## config.mk

```make
export PLATFORM = sky130hd
export DESIGN_NAME = pfss_cell
export DESIGN_NICKNAME = d
export VERILOG_FILES = /design/src/assert_macros.svh /design/src/pfss_pkg.sv /design/src/pfss_cell.sv
export SDC_FILE = /design/constraint.sdc
export NUM_CORES = 1
export LEC_CHECK = 0
export ABC_AREA = 1
export BUFFER_PORTS_ARGS = -buffer_cell sky130_fd_sc_hd__buf_4
export CORE_ASPECT_RATIO = 0.75
export CORE_MARGIN = 5
export CORE_UTILIZATION = 35
export CTS_BUF_LIST = sky130_fd_sc_hd__clkbuf_16
export CTS_CLUSTER_DIAMETER = 60
export CTS_CLUSTER_SIZE = 20
export DETAILED_ROUTE_END_ITERATION = 8
export GPL_TIMING_DRIVEN = 1
export SYNTH_ARGS = -nofsm -noshare
export SYNTH_HDL_FRONTEND = slang
export SYNTH_SLANG_ARGS = --single-unit
```

## constraint.sdc

```tcl
create_clock -name clk -period 7.6 [get_ports clk]
set_clock_uncertainty 0.2 [all_clocks]
set_input_delay 0.76 -clock clk [delete_from_list [all_inputs] [get_ports clk]]
set_output_delay 0.76 -clock clk [all_outputs]
set_load 0.05 [all_outputs]
```

## src/assert_macros.svh

```systemverilog
// Assertion helpers shared by the RTL.
`ifndef ASSERT_MACROS_SVH
`define ASSERT_MACROS_SVH

// Check a property at every rising edge outside reset.
`define ASSERT_PROP(lbl, clk, rst_n, prop, msg) \
	lbl: assert property (@(posedge clk) disable iff (!rst_n) prop) else $error(msg);

// Check that a condition never holds outside reset.
`define ASSERT_NEVER(lbl, clk, rst_n, cond, msg) \
	`ASSERT_PROP(lbl, clk, rst_n, !(cond), msg)

`endif

```

## src/pfss_pkg.sv

```systemverilog
package pfss_pkg;

	localparam int QUEUE_DEPTH = 16;

	// action codes
	localparam logic [1:0] ACT_PUSH  = 2'd0;
	localparam logic [1:0] ACT_POP   = 2'd1;
	localparam logic [1:0] ACT_DEL   = 2'd2;
	localparam logic [1:0] ACT_QUERY = 2'd3;

	// status codes
	localparam logic [1:0] ST_OK        = 2'd0;
	localparam logic [1:0] ST_FULL      = 2'd1;
	localparam logic [1:0] ST_EMPTY     = 2'd2;
	localparam logic [1:0] ST_NOT_FOUND = 2'd3;

	typedef struct packed {
		logic [1:0]  action;
		logic [15:0] entry_pid;
		logic [15:0] entry_service;
	} req_t;

	typedef struct packed {
		logic [15:0] front_pid;
		logic [15:0] front_service;
		logic [15:0] shortest_pid;
		logic [15:0] shortest_service;
		logic [4:0]  entry_count;
		logic        is_empty;
		logic [1:0]  status;
	} rsp_t;

	// operation broadcast to every cell during a walk
	typedef struct packed {
		logic [1:0]  op;
		logic [15:0] pid;
		logic [15:0] svc;
	} ctl_t;

	// token handed from cell to cell, one cell per cycle
	typedef struct packed {
		logic        active;
		logic        found;
		logic        min_vld;
		logic [15:0] min_pid;
		logic [15:0] min_svc;
	} wave_t;

endpackage

```

## src/pfss_cell.sv

```systemverilog
module pfss_cell #(
	parameter int Idx  = 0,
	parameter int CntW = 5
) (
	input  logic             clk,
	input  logic             arst_n,
	input  pfss_pkg::ctl_t   ctl,
	input  logic [CntW-1:0]  count,
	input  pfss_pkg::wave_t  wave_in,
	output pfss_pkg::wave_t  wave_out,
	input  logic [15:0]      nbr_pid,
	input  logic [15:0]      nbr_svc,
	output logic [15:0]      pid,
	output logic [15:0]      svc
);

	localparam logic [CntW:0] IdxW = (CntW+1)'(Idx);

	logic [15:0]     pid_q, svc_q;
	logic [15:0]     pid_n, svc_n;
	pfss_pkg::wave_t wave_q, wave_n;
	logic            here_vld, nxt_vld, is_match, is_load, found_out, vld_new, take;

	always_comb begin
		here_vld = IdxW < {1'b0, count};
		nxt_vld  = (IdxW + 1'b1) < {1'b0, count};
		is_load  = (ctl.op == pfss_pkg::ACT_PUSH) && (IdxW == {1'b0, count});
		case (ctl.op)
			pfss_pkg::ACT_DEL: is_match = here_vld && (pid_q == ctl.pid);
			pfss_pkg::ACT_POP: is_match = here_vld && (IdxW == '0);
			default:           is_match = 1'b0;
		endcase
		found_out = wave_in.found || is_match;
		// close the gap: take the right neighbor, which the token has not reached yet
		if (found_out) begin
			pid_n = nbr_pid;
			svc_n = nbr_svc;
		end else if (is_load) begin
			pid_n = ctl.pid;
			svc_n = ctl.svc;
		end else begin
			pid_n = pid_q;
			svc_n = svc_q;
		end
		vld_new = found_out ? nxt_vld : (here_vld || is_load);
		take    = vld_new && (!wave_in.min_vld || (svc_n < wave_in.min_svc));
		wave_n         = wave_in;
		wave_n.found   = found_out;
		if (take) begin
			wave_n.min_vld = 1'b1;
			wave_n.min_pid = pid_n;
			wave_n.min_svc = svc_n;
		end
	end

	always_ff @(posedge clk) begin
		if (wave_in.active) begin
			pid_q <= pid_n;
			svc_q <= svc_n;
		end
	end

	always_ff @(posedge clk or negedge arst_n) begin
		if (!arst_n) begin
			wave_q <= '0;
		end else begin
			wave_q <= wave_in.active ? wave_n : '0;
		end
	end

	assign wave_out = wave_q;
	assign pid      = pid_q;
	assign svc      = svc_q;

endmodule

```

==> results of run 1 <==
-- cell usage in the layout (no fill, tap or decap), drive strengths merged, types with 2 or more instances in the layout --
cell type / n
mux2: 2
clkbuf: 9
o21ai: 36
nor2: 79
ha: 18
nand3: 37
edfxtp: 32
nand2: 130
dfrtp: 35
bufinv: 3
a21oi: 24
a211oi: 2
xor2: 2
buf: 176
a31oi: 15
inv: 63
or2: 16
-- critical path, cell delays in order --
cell      delay [ns]
buf_4           0.09
inv_1           0.05
ha_1            0.19
o21a_1          0.10
nand3_1         0.08
nor2_1          0.05
nand2_1         0.06
nand2_1         0.06
nand2_2         0.09
nand2_4         0.13
inv_1           0.59
buf_4           0.38
nor2_1          0.06
a31oi_1         0.27
ha_1            0.30
a21oi_1         0.13
nor2_1          0.05
a211oi_1        0.17
nand2_1         0.12
nand2_1         0.08
nand2_2         0.06
nand2_4         0.30
nand2_4         0.27
nand2_1         0.15
nand2_1         0.05
nor2_1          0.12
-- power breakdown --
| part | leakage [nW] | internal, mW | total [mW] | switching (mW) |
|---|---|---|---|---|
| combinational | 2.12 | 0.129 | 0.378 | 0.249 |
| sequential | 0.749 | 0.420 | 0.439 | 0.0195 |
| clock | 0.167 | 0.323 | 0.487 | 0.164 |
-- final timing paths --
check,startpoint,to,slack (ns),depth (start not counted)
min in group clk,wave_in[16],wave_out[16]$_DFF_PN0_,0.47,3
max reg2reg,pid[7]$_DFFE_PP_,wave_out[4]$_DFF_PN0_,3.00,24
min reg2reg,svc[6]$_DFFE_PP_,svc[6]$_DFFE_PP_,0.57,2
max in group asynchronous,arst_n,wave_out[13]$_DFF_PN0_,6.66,1
min,arst_n,wave_out[7]$_DFF_PN0_,0.20,1
max,ctl[32],wave_out[4]$_DFF_PN0_,2.85,26
-- logic make-up (layout without fill, tap and decap cells) --
family | count (synthesis) | after routing
AOI/OAI and AO/OA | 79 | 79
xor gates and xnor gates | 3 | 3
adders and majority gates | 18 | 18
buffers and inverters | 87 | 253
DFF | 67 | 67
muxes | 2 | 2
and+or+nand+nor | 265 | 265
-- state kept, by name, indices dropped and copies added (netlist names) --
name / count
wave_out: 35
svc: 16
pid: 16
-- routing by layer --
layer	part of all wire	vias up
met2	0.48	148
li1	-	1999
met4	0.015	0
met3	0.073	12
met1	0.43	1805
met5	0	-
-- area by class of cell --
class                      count  area (um^2)
fill                        1116         5700
inverter                      61          229
sequential                    67         1840
clock buffer                   9          225
clock inverter                 7          124
tap                          144          180
timing repair buffer         176         1320
multi-input combinational    367         1870
-- stage by stage --
step	area, um^2	hold slack (ns)	total power, mW	cells
finish	5780	0.199	1.30	831
global route	5780	0.225	1.37	831
CTS	5780	0.208	1.32	831
detailed placement	5440	0.555	0.824	815
global placement	5440	0.554	0.821	815
floorplan	4060	0.264	0.687	521
==> results.cfg, run 1 <==
[logic_synthesis]
synth_fa_ha_area_frac = 0.0555
syn_nets = 647
yosys-top-cells-area = edfxtp_1, dfrtp_1, nand2_1
ys_ff_latch = 67
muxShareOfSynthArea = 0.00555
synth_common_cells = nand2_1, nor2_1, inv_1
synthFlopType = dfrtp_1
yosysTopAreaCell = edfxtp_1
yosys_warnings = 0
synth.avg_cell_area_um2 = 7.79
postSynth.asyncResetShare = 0.522
syn_inst = 521
ys_seq_area_frac = 0.453
synth_compound_area_frac = 0.106
synth.most_common_cell = nand2_1
synth.top_cell.area_share = 0.237
netlist-cell-type-count = 30
synth-edff-count = 32
synth_xor_area_frac = 0.00648
syn_area_um2 = 4060
synthSimpleGateAreaFrac = 0.285
synth_top_family_by_area = simple AND/OR/NAND/NOR gates

[grt]
grt.total_usage = 0.183
globalRouteMet1Util = 0.231
met2_usage = 0.310
grt_pass1_vias = 3899
grt_pass1_wl_um = 19900
grt_busiest_layer = met2
grt_antenna_before_repair = 0
overflow = 0
grt_max_degree = 68
met3_usage = 0.0508

[sta]
slew-limit-headroom = 0.360
setup_violations = 0
fin_ws_ns = 2.85
maxSlewViolCount = 0
worstMarginPinSlew_ns = 0.959
fmax_ghz = 0.210
finalHoldViolCount = 0
final.period_utilization = 0.625
rsz0062_at_grt = no
layout_min_cycle_time_ns = 4.75
totalNegativeSetupSlack_ns = 0

[pwr]
power.density_nw_per_um2 = 226
worst_ir_drop_vdd_mv = 0.123
cellLeakagePower_nw = 3.04

[floorplan]
coreArea_um2 = 11500
dieArea_um2 = 13900
die_w_um = 134
rows = 34
start_util = 0.353
die_y_um = 103
pin_count = 175

[status]
status = complete, no violations

[route]
drc = 0
drt_iter0_markers = 200
viasPerCell = 4.77
wl_per_cell_um = 15.6
wl_um = 13000
ant_nets = 0
vias = 3964
drtPass1Iterations = 5

[layout]
nets = 808
area_delta_synth_final_pct = 42.6
drive_gt1_frac = 0.325
fin_util = 0.504
diodes = 0

[clock_tree]
clkSinkCount = 67
clock_latency_ns = 0.33
numCtsBuffers = 9
post_cts_buffers = 0
clkSlewWorstSetupHoldPaths_ns = 0.06
cts-hold-fix-buffers = 0
cts-resized-gates = 0
htreeDepth = 3
cts_buffer_depth = 2
cts_root_buf = clkbuf_16
cts_tree = yes

[place]
place_ws_ns = 2.55
numPortBuffers = 174
hpwl_um = 9550
gp_congestion = 0.851

[critical_path]
critPathCaptureType = flip-flop
critPathKind = input port to flip-flop
startpoint_type = input port
arrival_ns = 4.80
cp_data_required_time_ns = 7.65
worst-path-max-fanout = 35

[flow_run]
drv_cap = 0

[worst_hold_path]
hp-class = input port to async pin
Note: power is estimated with default switching activity, not from simulation.
==> run 2: changes to the inputs <==
- clock period: 7.6 -> 4.9 ns (I/O delays scaled with it)
==> run 2 against run 1 <==
Net effect:
- combinational power is 55% higher
- critical path depth decreased by 3
- clock power increased by 56%
- final cell count increased by 0.36%
- first-iteration DRC count up 6.5%
- setup slack worse by 2.0 ns
- clock-buffer cell count unchanged
- global-route usage shrank 0.24 points
- hold slack got worse by 0.019 ns
- critical endpoint is now wave_out[11]$_DFF_PN0_
==> results.cfg, run 2 (synthesized netlist as in run 1, its figures left out) <==
[status]
status = complete, no violations

[layout]
final_common_cell = buf_4
nets = 811
largest_register_ffs = 35
final_cell_mix = buf_4, nand2_1, nor2_1, inv_1, o21ai_0
instances_no_fill = 834
diodes = 0
area_delta_synth_final_pct = 43.2
drive_gt1_frac = 0.326

[sta]
slew-limit-headroom = 0.477
hold_ws_ns = 0.179
setup_violations = 0
rsz0062_at_grt = no
worstMarginPinSlew_ns = 0.785
finalHoldViolCount = 0
fmax_ghz = 0.245
totalNegativeSetupSlack_ns = 0
maxSlewViolCount = 0
final.period_utilization = 0.832
layout_min_cycle_time_ns = 4.07

[critical_path]
critPathCaptureType = flip-flop
cp_data_required_time_ns = 4.97
startpoint_type = flip-flop
worst_r2r_startpoint = pid[9]$_DFFE_PP_
crit_top_cell = nand2_1
crit_chain = o21ai_0, nor2_1, nand2_1, nor2_1, nand2_1, nand2_1, nand2_2, nand2_4, inv_1, buf_4, nor2_1, a31oi_1, ha_1, nand2_1, nor2_1, a211oi_1, o221a_2, nand2_2, nand2_4, nand2_4, nand2_1, nand2_1, nor2_1
arrival_ns = 4.14
critPathKind = flip-flop to flip-flop
regToRegEndpoint = wave_out[11]$_DFF_PN0_
reg2regPathDepth = 23
worst-path-max-fanout = 35
critPathSlowestCell = edfxtp_1
r2r_setup_slack_ns = 0.83
cp_slowest_stage_delay_ns = 0.46

[floorplan]
die_y_um = 103
rows = 34
start_util = 0.353
coreArea_um2 = 11500
die_w_um = 134
pin_count = 175
dieArea_um2 = 13900

[pwr]
internal_power_mw = 1.35
total_power_mw = 2.02
power.density_nw_per_um2 = 348
seqPwrFrac = 0.337
switching_share = 0.331
p_clk_frac = 0.375
cellLeakagePower_nw = 3.06
worst_ir_drop_vdd_mv = 0.183
p_comb_frac = 0.289
p_sw_mw = 0.670

[place]
gp_congestion = 0.855
numPortBuffers = 174
hpwl_um = 9370
dpl.cell_count = 817

[grt]
overflow = 0
grt_max_degree = 68
grt_pass1_wl_um = 19600
grt_antenna_before_repair = 0
grt.total_usage = 0.180
grt_pass1_vias = 3814

[route]
ant_nets = 0
vias = 3962
viasPerCell = 4.75
wl_per_cell_um = 15.2
drtPass1Iterations = 6
wl_um = 12600
drt_iter0_markers = 213
drc = 0

[flow_run]
drv_cap = 0

[worst_hold_path]
holdCritStartpoint = wave_in[18]
hp-class = input port to flip-flop
whs_endpoint = wave_out[18]$_DFF_PN0_
min_path_cells = 3

[clock_tree]
post_cts_buffers = 0
numCtsBuffers = 9
cts_tree = yes
cts_root_buf = clkbuf_16
clkSinkCount = 67
cts-resized-gates = 0
cts-hold-fix-buffers = 1
clock_latency_ns = 0.34
clkSlewWorstSetupHoldPaths_ns = 0.06
cts_buffer_depth = 2
htreeDepth = 3
-- run 2: cell types whose count changed in the layout (fill, tap and decap cells not counted), sizes merged --
cell,before,now
inv,63,62
clkinvlp,1,0
clkinv,1,3
buf,176,178
dlygate4sd3,0,1
-- run 2: stage by stage --
step / setup slack [ns] / utilization / cell area, um^2
finish: 0.825 / 0.506 / 5810
floorplan: 1.28 / - / 4060
CTS: 0.857 / 0.506 / 5810
global route: 0.375 / 0.506 / 5810
global placement: 0.726 / 0.475 / 5450
detailed placement: 0.635 / 0.475 / 5450
-- run 2: critical path: cells and delay by family, from the launching register on --
family / cells / cell delay, ns
compound gates: 4 / 0.92
fa+ha+maj: 1 / 0.31
buf+inv: 2 / 0.40
flops: 1 / 0.46
simple gates: 16 / 1.67
-- run 2: how the worst max path moves through the flow --
| stage | from | to | slack (ns) |
|---|---|---|---|
| floorplan | pid[5]$_DFFE_PP_ | wave_out[19]$_DFF_PN0_ | 1.28 |
| global placement | ctl[32] | wave_out[10]$_DFF_PN0_ | 0.73 |
| detailed placement | ctl[32] | wave_out[14]$_DFF_PN0_ | 0.63 |
| CTS | pid[1]$_DFFE_PP_ | wave_out[11]$_DFF_PN0_ | 0.86 |
| global route | pid[9]$_DFFE_PP_ | wave_out[2]$_DFF_PN0_ | 0.38 |
| finish | pid[9]$_DFFE_PP_ | wave_out[11]$_DFF_PN0_ | 0.83 |
-- run 2: cell type report --
type	count	area [um^2]
clock buffer	9	225
inverter	61	229
clock inverter	7	125
tap	144	180
sequential	67	1840
timing repair buffer	179	1350
fill	1133	5680
multi-input combinational	367	1870
-- run 2: power by group through the flow --
| stage | Combinational (mW) | Clock [mW] | Sequential [mW] |
|---|---|---|---|
| after floorplan | 0.194 | 0 | 0.871 |
| after global placement | 0.582 | 0 | 0.692 |
| after detailed placement | 0.588 | 0 | 0.692 |
| after CTS | 0.589 | 0.776 | 0.682 |
| after global routing | 0.635 | 0.800 | 0.686 |
| final | 0.585 | 0.758 | 0.682 |
-- run 2: routing by layer --
metal / up-vias / part of all wire / track usage
met2: 144 / 0.46 / 0.289
li1: 2005 / - / -
met4: 0 / 0.015 / 0.0587
met5: - / 0 / 0
met1: 1798 / 0.44 / 0.236
met3: 15 / 0.080 / 0.0551
